**config.mk**
```make
export PLATFORM = sky130hd
export DESIGN_NAME = i2c_bit_level_master_unit
export DESIGN_NICKNAME = d
export VERILOG_FILES = /design/src/rtl/i2cbm_pkg.sv /design/src/rtl/i2cbm_front.sv /design/src/rtl/i2cbm_back.sv /design/src/rtl/i2c_bit_level_master_unit.sv
export SDC_FILE = /design/constraint.sdc
export NUM_CORES = 1
export LEC_CHECK = 0
export CORE_MARGIN = 3
export CORE_UTILIZATION = 50
export DETAILED_ROUTE_END_ITERATION = 8
export DONT_BUFFER_PORTS = 1
export PLACE_DENSITY = 0.68
export SETUP_SLACK_MARGIN = 0.05
export SLEW_MARGIN = 20
export SYNTH_ARGS = -nofsm -noshare
export SYNTH_HDL_FRONTEND = slang
export SYNTH_SLANG_ARGS = --single-unit
```
**constraint.sdc**
```tcl
create_clock -name clk -period 5.1 [get_ports clk]
set_clock_uncertainty 0.05 [all_clocks]
set_input_delay 0.255 -clock clk [delete_from_list [all_inputs] [get_ports clk]]
set_output_delay 0.255 -clock clk [all_outputs]
set_load 0.02 [all_outputs]
```
**src/rtl/i2cbm_pkg.sv**
```systemverilog
`timescale 1ns / 1ps

package i2cbm_pkg;

  localparam int TIMEOUT_BITS = 20;
  localparam logic [TIMEOUT_BITS-1:0] ACK_TIMEOUT_RESET = TIMEOUT_BITS'(300000);
  localparam int QUEUE_DEPTH = 2;

  // Command codes match the opcode encoding on the input channel.
  typedef enum logic [2:0] {
    CMD_NONE  = 3'd0,
    CMD_START = 3'd1,
    CMD_STOP  = 3'd2,
    CMD_WRITE = 3'd3,
    CMD_RACK  = 3'd4,
    CMD_RNACK = 3'd5
  } cmd_t;

  // Phase of the active command; start and stop use only the first three.
  typedef enum logic [2:0] {
    PH_BIT_SET  = 3'd0,
    PH_BIT_HIGH = 3'd1,
    PH_BIT_LOW  = 3'd2,
    PH_ACK_SET  = 3'd3,
    PH_ACK_HIGH = 3'd4,
    PH_ACK_WAIT = 3'd5,
    PH_ACK_HOLD = 3'd6
  } phase_t;

  typedef struct packed {
    logic [2:0] opcode;
    logic [7:0] tx_byte;
    logic       sda_sample;
  } in_item_t;

  typedef struct packed {
    logic       scl_level;
    logic       sda_level;
    logic       sda_drive_en;
    logic       busy_res;
    logic       done_res;
    logic [7:0] rx_byte;
    logic       status;
  } out_item_t;

  // Classified tick handed from the front to the engine.
  typedef struct packed {
    cmd_t       cmd;
    logic [7:0] tx_byte;
    logic       sda_sample;
  } tick_t;

endpackage

```
**src/rtl/i2cbm_front.sv**
```systemverilog
`timescale 1ns / 1ps

module i2cbm_front (
  input  logic                clk,
  input  logic                rst_n,
  input  logic                push,
  output logic                full,
  input  i2cbm_pkg::in_item_t in_item,
  output logic                tick_valid,
  output i2cbm_pkg::tick_t    tick,
  input  logic                tick_take
);

  i2cbm_pkg::tick_t  entry_r [i2cbm_pkg::QUEUE_DEPTH];
  logic              wr_ptr_r, wr_ptr_nxt;
  logic              rd_ptr_r, rd_ptr_nxt;
  logic [1:0]        count_r, count_nxt;
  i2cbm_pkg::tick_t  classified;
  logic              do_push, do_pop;

  // Opcodes outside the command set are carried as plain idle ticks.
  always_comb begin
    classified.tx_byte    = in_item.tx_byte;
    classified.sda_sample = in_item.sda_sample;
    case (in_item.opcode)
      i2cbm_pkg::CMD_START: classified.cmd = i2cbm_pkg::CMD_START;
      i2cbm_pkg::CMD_STOP:  classified.cmd = i2cbm_pkg::CMD_STOP;
      i2cbm_pkg::CMD_WRITE: classified.cmd = i2cbm_pkg::CMD_WRITE;
      i2cbm_pkg::CMD_RACK:  classified.cmd = i2cbm_pkg::CMD_RACK;
      i2cbm_pkg::CMD_RNACK: classified.cmd = i2cbm_pkg::CMD_RNACK;
      default:              classified.cmd = i2cbm_pkg::CMD_NONE;
    endcase
  end

  assign full       = (count_r == 2'(i2cbm_pkg::QUEUE_DEPTH));
  assign tick_valid = (count_r != 2'd0);
  assign tick       = entry_r[rd_ptr_r];
  assign do_push    = push && !full;
  assign do_pop     = tick_take && tick_valid;

  always_comb begin
    wr_ptr_nxt = do_push ? ~wr_ptr_r : wr_ptr_r;
    rd_ptr_nxt = do_pop ? ~rd_ptr_r : rd_ptr_r;
    count_nxt  = count_r + 2'(do_push) - 2'(do_pop);
  end

  always_ff @(posedge clk) begin
    if (!rst_n) begin
      wr_ptr_r <= 1'b0;
      rd_ptr_r <= 1'b0;
      count_r  <= 2'd0;
    end else begin
      wr_ptr_r <= wr_ptr_nxt;
      rd_ptr_r <= rd_ptr_nxt;
      count_r  <= count_nxt;
    end
  end

  always_ff @(posedge clk) begin
    if (do_push) begin
      entry_r[wr_ptr_r] <= classified;
    end
  end

`ifndef SYNTHESIS
  a_count_bound: assert property (@(posedge clk) disable iff (!rst_n)
    count_r <= 2'(i2cbm_pkg::QUEUE_DEPTH))
    else $error("front queue count overflow");

  a_ptr_gap: assert property (@(posedge clk) disable iff (!rst_n)
    (count_r == 2'd1) |-> (wr_ptr_r != rd_ptr_r))
    else $error("front queue pointers disagree with count");

  a_full_hold: assert property (@(posedge clk) disable iff (!rst_n)
    (full && !tick_take) |=> full)
    else $error("front queue lost an entry without a take");
`endif

endmodule

```
**src/rtl/i2cbm_back.sv**
```systemverilog
`timescale 1ns / 1ps

module i2cbm_back (
  input  logic                                 clk,
  input  logic                                 rst_n,
  input  logic                                 cfg_we,
  input  logic [i2cbm_pkg::TIMEOUT_BITS-1:0]   cfg_wdata,
  input  logic                                 tick_valid,
  input  i2cbm_pkg::tick_t                     tick,
  output logic                                 tick_take,
  output logic                                 empty,
  input  logic                                 pop,
  output i2cbm_pkg::out_item_t                 out_item
);

  localparam int TB = i2cbm_pkg::TIMEOUT_BITS;

  logic [TB-1:0]      timeout_r;
  i2cbm_pkg::cmd_t    active_cmd_r, active_cmd_nxt;
  i2cbm_pkg::phase_t  phase_r, phase_nxt;
  logic [3:0]         bit_count_r, bit_count_nxt;
  logic [7:0]         shift_r, shift_nxt;
  logic [TB-1:0]      wait_r, wait_nxt;
  logic               scl_r, scl_nxt;
  logic               sda_r, sda_nxt;
  logic               sda_en_r, sda_en_nxt;
  logic [7:0]         rx_r, rx_nxt;
  logic               status_r, status_nxt;

  i2cbm_pkg::out_item_t res_entry_r [i2cbm_pkg::QUEUE_DEPTH];
  logic               res_wr_r, res_rd_r;
  logic [1:0]         res_count_r, res_count_nxt;
  i2cbm_pkg::out_item_t result;
  logic               go, do_pop;
  logic               starting, done;
  i2cbm_pkg::cmd_t    cmd;
  i2cbm_pkg::phase_t  phase;
  logic [3:0]         bit_count;
  logic [3:0]         bit_inc;
  logic [7:0]         shift;
  logic [TB-1:0]      wait_cnt;
  logic [TB-1:0]      limit;
  logic [TB:0]        wait_inc;

  assign go        = tick_valid && (res_count_r != 2'(i2cbm_pkg::QUEUE_DEPTH));
  assign tick_take = go;
  assign do_pop    = pop && !empty;
  assign empty     = (res_count_r == 2'd0);
  assign out_item  = res_entry_r[res_rd_r];

  always_ff @(posedge clk) begin
    if (!rst_n) begin
      timeout_r <= i2cbm_pkg::ACK_TIMEOUT_RESET;
    end else if (cfg_we) begin
      timeout_r <= cfg_wdata;
    end
  end

  // One bus tick of the bit engine.
  always_comb begin
    starting  = (active_cmd_r == i2cbm_pkg::CMD_NONE) && (tick.cmd != i2cbm_pkg::CMD_NONE);
    cmd       = starting ? tick.cmd : active_cmd_r;
    phase     = starting ? i2cbm_pkg::PH_BIT_SET : phase_r;
    bit_count = starting ? 4'd0 : bit_count_r;
    wait_cnt  = starting ? '0 : wait_r;
    shift     = starting ? ((tick.cmd == i2cbm_pkg::CMD_WRITE) ? tick.tx_byte : 8'd0)
                         : shift_r;
    bit_inc   = bit_count + 4'd1;
    limit     = (timeout_r == '0) ? TB'(1) : timeout_r;
    wait_inc  = {1'b0, wait_cnt} + {{TB{1'b0}}, 1'b1};

    active_cmd_nxt = cmd;
    phase_nxt      = phase;
    bit_count_nxt  = bit_count;
    shift_nxt      = shift;
    wait_nxt       = wait_cnt;
    scl_nxt        = scl_r;
    sda_nxt        = sda_r;
    sda_en_nxt     = sda_en_r;
    rx_nxt         = rx_r;
    status_nxt     = starting ? 1'b0 : status_r;
    done           = 1'b0;

    case (cmd)
      i2cbm_pkg::CMD_START: begin
        case (phase)
          i2cbm_pkg::PH_BIT_SET: begin
            sda_nxt = 1'b1; scl_nxt = 1'b1; sda_en_nxt = 1'b1;
            phase_nxt = i2cbm_pkg::PH_BIT_HIGH;
          end
          i2cbm_pkg::PH_BIT_HIGH: begin
            sda_nxt = 1'b0; phase_nxt = i2cbm_pkg::PH_BIT_LOW;
          end
          default: begin
            scl_nxt = 1'b0; done = 1'b1;
          end
        endcase
      end
      i2cbm_pkg::CMD_STOP: begin
        case (phase)
          i2cbm_pkg::PH_BIT_SET: begin
            sda_nxt = 1'b0; sda_en_nxt = 1'b1; phase_nxt = i2cbm_pkg::PH_BIT_HIGH;
          end
          i2cbm_pkg::PH_BIT_HIGH: begin
            scl_nxt = 1'b1; phase_nxt = i2cbm_pkg::PH_BIT_LOW;
          end
          default: begin
            sda_nxt = 1'b1; done = 1'b1;
          end
        endcase
      end
      i2cbm_pkg::CMD_WRITE: begin
        case (phase)
          i2cbm_pkg::PH_BIT_SET: begin
            sda_nxt = shift[7]; sda_en_nxt = 1'b1;
            shift_nxt = {shift[6:0], 1'b0};
            phase_nxt = i2cbm_pkg::PH_BIT_HIGH;
          end
          i2cbm_pkg::PH_BIT_HIGH: begin
            scl_nxt = 1'b1; phase_nxt = i2cbm_pkg::PH_BIT_LOW;
          end
          i2cbm_pkg::PH_BIT_LOW: begin
            scl_nxt = 1'b0; bit_count_nxt = bit_inc;
            phase_nxt = (bit_inc >= 4'd8) ? i2cbm_pkg::PH_ACK_SET : i2cbm_pkg::PH_BIT_SET;
          end
          i2cbm_pkg::PH_ACK_SET: begin
            sda_en_nxt = 1'b0; phase_nxt = i2cbm_pkg::PH_ACK_HIGH;
          end
          i2cbm_pkg::PH_ACK_HIGH: begin
            scl_nxt = 1'b1; phase_nxt = i2cbm_pkg::PH_ACK_WAIT;
          end
          default: begin
            if (!tick.sda_sample) begin
              scl_nxt = 1'b0; sda_en_nxt = 1'b1; done = 1'b1;
            end else if (wait_inc >= {1'b0, limit}) begin
              // The slave never acknowledged: release the bus and flag it.
              sda_en_nxt = 1'b1; sda_nxt = 1'b1; scl_nxt = 1'b0;
              status_nxt = 1'b1; done = 1'b1;
            end else begin
              wait_nxt = wait_inc[TB-1:0];
            end
          end
        endcase
      end
      i2cbm_pkg::CMD_RACK, i2cbm_pkg::CMD_RNACK: begin
        case (phase)
          i2cbm_pkg::PH_BIT_SET: begin
            sda_en_nxt = 1'b0; scl_nxt = 1'b1; phase_nxt = i2cbm_pkg::PH_BIT_HIGH;
          end
          i2cbm_pkg::PH_BIT_HIGH: begin
            shift_nxt = {shift[6:0], tick.sda_sample};
            phase_nxt = i2cbm_pkg::PH_BIT_LOW;
          end
          i2cbm_pkg::PH_BIT_LOW: begin
            scl_nxt = 1'b0; bit_count_nxt = bit_inc;
            if (bit_inc >= 4'd8) begin
              rx_nxt = shift; phase_nxt = i2cbm_pkg::PH_ACK_SET;
            end else begin
              phase_nxt = i2cbm_pkg::PH_BIT_SET;
            end
          end
          i2cbm_pkg::PH_ACK_SET: begin
            sda_en_nxt = 1'b1;
            sda_nxt = (cmd == i2cbm_pkg::CMD_RACK) ? 1'b0 : 1'b1;
            phase_nxt = i2cbm_pkg::PH_ACK_HIGH;
          end
          i2cbm_pkg::PH_ACK_HIGH: begin
            scl_nxt = 1'b1; phase_nxt = i2cbm_pkg::PH_ACK_WAIT;
          end
          default: begin
            if ((phase == i2cbm_pkg::PH_ACK_WAIT) && (cmd == i2cbm_pkg::CMD_RACK)) begin
              phase_nxt = i2cbm_pkg::PH_ACK_HOLD;
            end else begin
              scl_nxt = 1'b0; done = 1'b1;
            end
          end
        endcase
      end
      default: begin
      end
    endcase

    result.scl_level    = scl_nxt;
    result.sda_level    = sda_nxt;
    result.sda_drive_en = sda_en_nxt;
    result.busy_res     = (cmd != i2cbm_pkg::CMD_NONE);
    result.done_res     = done;
    result.rx_byte      = rx_nxt;
    result.status       = status_nxt;

    if (done) begin
      // A read leaves the SDA latch low once its final tick has been reported.
      if ((cmd == i2cbm_pkg::CMD_RACK) || (cmd == i2cbm_pkg::CMD_RNACK)) begin
        sda_nxt = 1'b0;
      end
      active_cmd_nxt = i2cbm_pkg::CMD_NONE;
      phase_nxt      = i2cbm_pkg::PH_BIT_SET;
      bit_count_nxt  = 4'd0;
      wait_nxt       = '0;
    end
  end

  always_ff @(posedge clk) begin
    if (!rst_n) begin
      active_cmd_r <= i2cbm_pkg::CMD_NONE;
      phase_r      <= i2cbm_pkg::PH_BIT_SET;
      bit_count_r  <= 4'd0;
      shift_r      <= 8'd0;
      wait_r       <= '0;
      scl_r        <= 1'b1;
      sda_r        <= 1'b1;
      sda_en_r     <= 1'b1;
      rx_r         <= 8'd0;
      status_r     <= 1'b0;
    end else if (go) begin
      active_cmd_r <= active_cmd_nxt;
      phase_r      <= phase_nxt;
      bit_count_r  <= bit_count_nxt;
      shift_r      <= shift_nxt;
      wait_r       <= wait_nxt;
      scl_r        <= scl_nxt;
      sda_r        <= sda_nxt;
      sda_en_r     <= sda_en_nxt;
      rx_r         <= rx_nxt;
      status_r     <= status_nxt;
    end
  end

  assign res_count_nxt = res_count_r + 2'(go) - 2'(do_pop);

  always_ff @(posedge clk) begin
    if (!rst_n) begin
      res_wr_r    <= 1'b0;
      res_rd_r    <= 1'b0;
      res_count_r <= 2'd0;
    end else begin
      res_wr_r    <= go ? ~res_wr_r : res_wr_r;
      res_rd_r    <= do_pop ? ~res_rd_r : res_rd_r;
      res_count_r <= res_count_nxt;
    end
  end

  always_ff @(posedge clk) begin
    if (go) begin
      res_entry_r[res_wr_r] <= result;
    end
  end

`ifndef SYNTHESIS
  a_done_idles: assert property (@(posedge clk) disable iff (!rst_n)
    (go && result.done_res) |=> (active_cmd_r == i2cbm_pkg::CMD_NONE))
    else $error("engine stayed busy after a done tick");

  a_done_busy: assert property (@(posedge clk) disable iff (!rst_n)
    (go && result.done_res) |-> result.busy_res)
    else $error("done reported outside a command");

  a_idle_clean: assert property (@(posedge clk) disable iff (!rst_n)
    (active_cmd_r == i2cbm_pkg::CMD_NONE) |->
      ((phase_r == i2cbm_pkg::PH_BIT_SET) && (bit_count_r == 4'd0) && (wait_r == '0)))
    else $error("idle engine holds stale sequencing state");

  a_status_write: assert property (@(posedge clk) disable iff (!rst_n)
    $rose(status_r) |-> ($past(active_cmd_r) == i2cbm_pkg::CMD_WRITE))
    else $error("timeout status set outside a write");

  a_wait_polling: assert property (@(posedge clk) disable iff (!rst_n)
    (wait_r != '0) |->
      ((active_cmd_r == i2cbm_pkg::CMD_WRITE) && (phase_r == i2cbm_pkg::PH_ACK_WAIT)))
    else $error("acknowledge wait count held outside the acknowledge poll");
`endif

endmodule

```
**src/rtl/i2c_bit_level_master_unit.sv**
```systemverilog
`timescale 1ns / 1ps

// I2C master bit engine. Each item pushed in is one bus tick and may carry a
// command (start, stop, write byte, read byte with ack or nack); exactly one
// result item comes out per input item, giving the SCL/SDA drive for that tick
// plus busy, done, the last received byte and the acknowledge timeout status.
// The engine advances at most one phase per tick, so the block sustains one
// item per clock cycle while the result queue is not full; each item passes
// through the input queue and then the engine into the result queue. Commands
// that arrive while a sequence runs are ignored. Write the acknowledge timeout
// only while no item is in flight.
module i2c_bit_level_master_unit (
  input  logic                                 clk,
  input  logic                                 rst_n,
  input  logic                                 cfg_we,
  input  logic [i2cbm_pkg::TIMEOUT_BITS-1:0]   cfg_wdata,
  input  logic                                 push,
  output logic                                 full,
  input  i2cbm_pkg::in_item_t                  in_item,
  output logic                                 empty,
  input  logic                                 pop,
  output i2cbm_pkg::out_item_t                 out_item
);

  logic             tick_valid;
  logic             tick_take;
  i2cbm_pkg::tick_t tick;

  i2cbm_front u_front (
    .clk        (clk),
    .rst_n      (rst_n),
    .push       (push),
    .full       (full),
    .in_item    (in_item),
    .tick_valid (tick_valid),
    .tick       (tick),
    .tick_take  (tick_take)
  );

  i2cbm_back u_back (
    .clk        (clk),
    .rst_n      (rst_n),
    .cfg_we     (cfg_we),
    .cfg_wdata  (cfg_wdata),
    .tick_valid (tick_valid),
    .tick       (tick),
    .tick_take  (tick_take),
    .empty      (empty),
    .pop        (pop),
    .out_item   (out_item)
  );

endmodule
```
## Word-level counts from Yosys, hierarchy flattened

Memory sizes are Yosys's and may differ from the RTL's. A register that Yosys moved wholly into a read port is not among the register bits.
Cells that the tools add are included.
Widths: inputs -> output; s select.

- Bits in registers: 78
- Bits in writable memories: 52
- Input port bits: 37
- Output and inout port bits: 16
- Word-level logic and storage cells: 150
- Memories: 2

- Add/subtract/negate cells: 6
- Order comparisons: 2
- Equal/unequal tests: 18
- Muxes and demuxes: 74
- Bitwise operators: 4
- Reductions and logical operators: 27

Memory list:

| memory | depth | width | read ports | clocked after Yosys merged registers in | write ports | line | source |
|---|---|---|---|---|---|---|---|
| u_back.res_entry_r | 2 | 14 | 1 | 1 | 1 | i2cbm_back.sv:30 | `i2cbm_pkg::out_item_t res_entry_r [i2cbm_pkg::QUEUE_DEPTH];` |
| u_front.entry_r | 2 | 12 | 1 | 1 | 1 | i2cbm_front.sv:14 | `i2cbm_pkg::tick_t entry_r [i2cbm_pkg::QUEUE_DEPTH];` |

Operators by type and width:

| kind | number |
|---|---|
| $mux 20 | 7 |
| $mux 8 | 7 |
| $pmux 3 s5 | 3 |
| $mux 1 | 32 |
| $add 20x1->21 const B | 1 |
| $eq 3x2->1 const B | 7 |
| $ge 21x20->1 | 1 |
| $logic_not 20->1 | 1 |
| $eq 3x3->1 const B | 6 |
| $mux 4 | 4 |
| $pmux 8 s2 | 1 |
| $mux 3 | 5 |
| $pmux 1 s3 | 5 |
| $reduce_or 2->1 | 7 |
| $pmux 1 s2 | 5 |
| $eq 3x1->1 const B | 3 |
| $pmux 3 s3 | 1 |
| $pmux 1 s4 | 2 |
| $logic_and 1x1->1 | 6 |
| $logic_not 3->1 | 2 |
| $pmux 3 s2 | 1 |
| $reduce_bool 3->1 | 2 |
| $reduce_or 3->1 | 2 |
| $reduce_or 5->1 | 1 |
| 13 further kinds | 19 |

## Logic depth before layout (Yosys ltp)

- Depth after elaboration: 11
- Gate-level depth with buffers: 26
- Depth with buffers taken out: 18

## Modules after synthesis

From an unflattened synthesis, not the netlist that was laid out.

- Cell total of the unflattened synthesis: 780
- Area total of the unflattened synthesis: 7241.9 um^2

Modules (own cells, without submodules):

| module | instances | cells an instance | area each (um^2) | sequential area each (um^2) |
|---|---|---|---|---|
| i2cbm_back | 1 | 713 | 6079.6 | 2342.2 |
| i2cbm_front | 1 | 67 | 1162.4 | 820.8 |

## Worst setup path before layout

No wires, ideal clock.

- Kind: reg-to-reg
- Start: memory u_front.entry_r[0][11] (netlist name)
- End: memory u_back.res_entry_r[0][11] (netlist name) (data pin)
- Data arrival time: 5.416 ns
- Slack: -0.527 ns
- Stages on the path, launching flop included: 25
- Path buffers: 8
- Clock period less this slack: 5.627 ns
- Path through: edfxtp_1 or4_1 buf_2 nand3_2 clkbuf_1 buf_2 clkbuf_1 and2_1 ha_1 and3_1 and3_1 clkbuf_1 and4_1 buf_4 xnor2_1 ha_1 nand4_1 or4_1 o2111a_1 or3_1 and4_1 buf_4 buf_6 a21oi_1 a2bb2oi_1

RTL lines:

| item | line |
|---|---|
| from (decl) | i2cbm_front.sv:14 |
| to (decl) | i2cbm_back.sv:30 |

==> flow_metrics.tcl <==
set metrics [dict create \
    power_frac_clock_pct 27.1 \
    initial_utilization_pct 51.8 \
    critical_path_buf_inv_count 1 \
    insertion_delay_ns 0.42 \
    path_class "flop to flop" \
    antenna_found_initial 0 \
    grt_pass1_wl_mm 32.1 \
    start_kind "flop" \
    postLayoutCoreUtil_pct 60.1 \
    firstDrtPassIters 5 \
    syn-num-nets 818 \
    power_switching_w 0.00175 \
    htreeDepth 4 \
    crit_arrival_ns 5.14 \
    final-setup-viol-count 0 \
    grt-ovfl-total 0 \
    grt_pass1_vias 5969 \
    period_share_pct 96.4 \
    critPathSlowestCell "or4_1" \
    tns_ns 0 \
    power_w 0.00440 \
    worstPathRequired_ns 5.33 \
    cap_violations 0 \
    dr.first_iter.drc_count 555 \
    clkTransAtPathRegs_ns 0.05 \
    worst_pin_slew_ns 0.978 \
    vias 6088 \
    ff_latch_area_sq_um 3160 \
    cts_tree "done" \
    status "finished clean" \
    hold_ws_ns 0.0245 \
    antenna_left 0 \
    grt_usage_pct 25.3 \
    fin_crit_ns 4.91 \
    synth_edf_count 52 \
    synth.distinct_cells 83 \
    cts_root_buf "clkbuf_16" \
    swShare_pct 39.9 \
    final_hold_viol_count 0 \
    clock.fmax_mhz 203 \
    drive_gt1_share_pct 14.4 \
    cts_buffer_depth 2 \
    wire_per_inst_microns 20.3 \
    power_frac_comb_pct 39.7 \
    syn_avg_cell_area_sq_um 9.65 \
    p_int_w 0.00265 \
    fp.coreArea_sq_um 14000 \
    viasPerCell 6.19 \
    nFillCells 1158 \
    cp_max_fo 7 \
    end_kind "flop" \
    relSlewSlack_pct 34.6 \
    multi_input_comb_area_sq_um 3780 \
    p_leak_nw 3.15 \
    seq_area_frac_synth_pct 43.5 \
    cts_buffers 17 \
    cts.sinks 132 \
    routed_wl_mm 20.0 \
    powerDensity_nw_per_um2 521 \
    num_rows 43 \
    critical-path-top-delay-family "simple AND/OR/NAND/NOR gates" \
    pin_count 53 \
    die_w_microns 127 \
    ys.warnings.count 0 \
    async_flop_share_pct 0 \
    synth_top_flop_cell "dfxtp_1" \
    dp_hpwl_mm 13.7 \
    dp.cells 918 \
    ir_drop_uv 458 \
    critical_path.cell_chain "or4_1 -> nand3_4 -> and2_4 -> ha_4 -> and3_4 -> and3_1 -> and4_4 -> nand3_1 -> xor2_1 -> nor2_1 -> ha_1 -> nand3_1 -> a21boi_0 -> a2111oi_1 -> a21o_1 -> nand4_1 -> buf_4 -> or4_1 -> nand2_1" \
    max_stage_delay_ns 0.61 \
    syn-cell-area_sq_um 7270 \
    drc 0 \
    synth_seq_cells 132 \
    fp.dieH_microns 127 \
    seqPwrFrac_pct 33.2 \
    nNetsFinal 856 \
    gp_congestion 0.962 \
    antenna_cells 0 \
    slew_violations 0 \
    grt_start_max_net_pins 40 \
    portBuffers 0 \
    area_growth_syn_to_layout_pct 16.2 \
    hp-class "input port to flop" \
    die_area_sq_um 16000 \
    syn-instance-count 753 \
    fin_cells 984 \
]
## synthesized netlist by cell type (all sizes together), types with 4 or more instances
cell     n  area share, %
mux2i   30            4.1
xnor2   15            1.8
nor3    13            1.4
o211ai  14            1.5
a21oi   31            2.1
a21o     9           0.93
inv     47            2.4
buf     18            1.4
dfxtp   80             22
nor4    15            1.7
o21a     5           0.52
nand2b   4           0.34
and2    12            1.0
edfxtp  52             21
nand3   18            1.4
nand4   12            1.0
and4     6           0.72
or4      4           0.41
nor2    51            2.8
o21ai   33            2.4
a31oi   10           0.95
xor2    11            1.3
o221ai   4           0.57
a22o     7           0.84
mux2    24            3.7
clkbuf  22            1.1
o22ai   12            1.0
and3     7           0.67
nand2   83            4.3
ha      28            4.8
o31ai   11            1.2
a41o     9            1.2
## metrics by stage
stage | instance area, sq um | setup slack, ns
after floorplan | 7350 | 0.0940
final | 8450 | 0.186
after global placement | 7530 | 0.154
after global routing | 8450 | -0.0944
after detailed placement | 7530 | -0.0349
after CTS | 8420 | 0.0587
## path summary, 6_finish.rpt
kind | from | end | slack (ns) | cells past startpoint
max | u_front.entry_r[0][10] | u_back.res_entry_r[1][13] | 0.19 | 19
min | in_item[9] | u_front.entry_r[0][9] | 0.02 | 1
max reg2reg | u_front.entry_r[0][10] | u_back.res_entry_r[1][13] | 0.19 | 19
min reg2reg | u_back.rx_r[1] | u_back.rx_r[1] | 0.41 | 2
## timing repair
action	CTS	global route
pin swaps	0	1
setup buffers	0	3
hold endpoints to repair	47	0
hold buffers	31	0
endpoints found under the setup margin	15	35
gates resized for setup	1	5
## area by class of cell
cell class                 count  area share, %
multi-input combinational    532           44.8
sequential                   132           37.5
timing repair buffer          59           6.10
clock buffer                  19           5.24
tap                          180           2.67
inverter                      49           2.18
clock inverter                13           1.59
## cells by family after synthesis
logic type	Yosys count	share of synthesized area [%]
AND/OR/NAND/NOR	241	17.6
flip-flops	132	43.5
AO/OA/AOI/OAI	183	18.0
XOR/XNOR	26	3.13
adder cells (fa/ha/maj)	28	4.82
buffers and inverters	89	5.06
multiplexers	54	7.85
## per-layer routing
metal	routed length, microns	track usage [%]	share of wire (%)
met1	9230	36.4	46
met2	9100	38.1	45
met3	1340	5.47	6.7
met4	342	8.39	1.7
met5	0	0	0
## registers in the layout, summed over array words and instances, names as in the netlist, named ones only
signal / count
u_back.res_entry_r: 28
u_front.entry_r: 24
u_back.timeout_r: 20
u_back.wait_r: 20
u_back.rx_r: 8
u_back.shift_r: 8
u_back.bit_count_r: 4
u_back.active_cmd_r: 3
u_back.phase_r: 3
u_back.res_count_r: 2
u_front.count_r: 2
u_back.res_rd_r: 1
u_back.res_wr_r: 1
u_back.scl_r: 1
u_back.sda_en_r: 1
u_back.sda_r: 1
u_back.status_r: 1
u_front.rd_ptr_r: 1
u_front.wr_ptr_r: 1
## worst register-to-register path, delay by kind of cell (launching register included)
family | cells | cell delay (ns)
AND/OR/NAND/NOR | 12 | 2.69
AO/OA/AOI/OAI | 3 | 0.84
flip-flops | 1 | 0.44
adder cells (fa/ha/maj) | 2 | 0.43
buffers and inverters | 1 | 0.17
XOR/XNOR | 1 | 0.16
## placed cells by master (no fill, tap or decap), types with 10 or more instances in the layout
cell type	netlist	layout
and2_1	12	10
dlygate4sd3_1	0	30
xnor2_1	15	15
nor2_1	49	48
buf_4	2	28
o21ai_0	30	30
xor2_1	11	11
mux2i_1	30	30
inv_1	46	46
o31ai_1	10	10
o22ai_1	12	12
nor4_1	12	12
dfxtp_1	80	80
edfxtp_1	52	52
clkbuf_16	0	17
ha_1	28	27
nand4_1	12	12
o211ai_1	13	13
nand3_1	16	16
mux2_2	24	24
nor3_1	10	10
a21oi_1	31	31
nand2_1	82	82
## power by group through the flow
stage               clock, W  sequential, W  combinational [W]
finish               0.00119        0.00146            0.00175
global route         0.00126        0.00148            0.00188
CTS                  0.00121        0.00146            0.00171
detailed placement         0        0.00148            0.00167
global placement           0        0.00147            0.00166
floorplan                  0        0.00142            0.00133
Note: power is estimated with default switching activity, not from simulation.
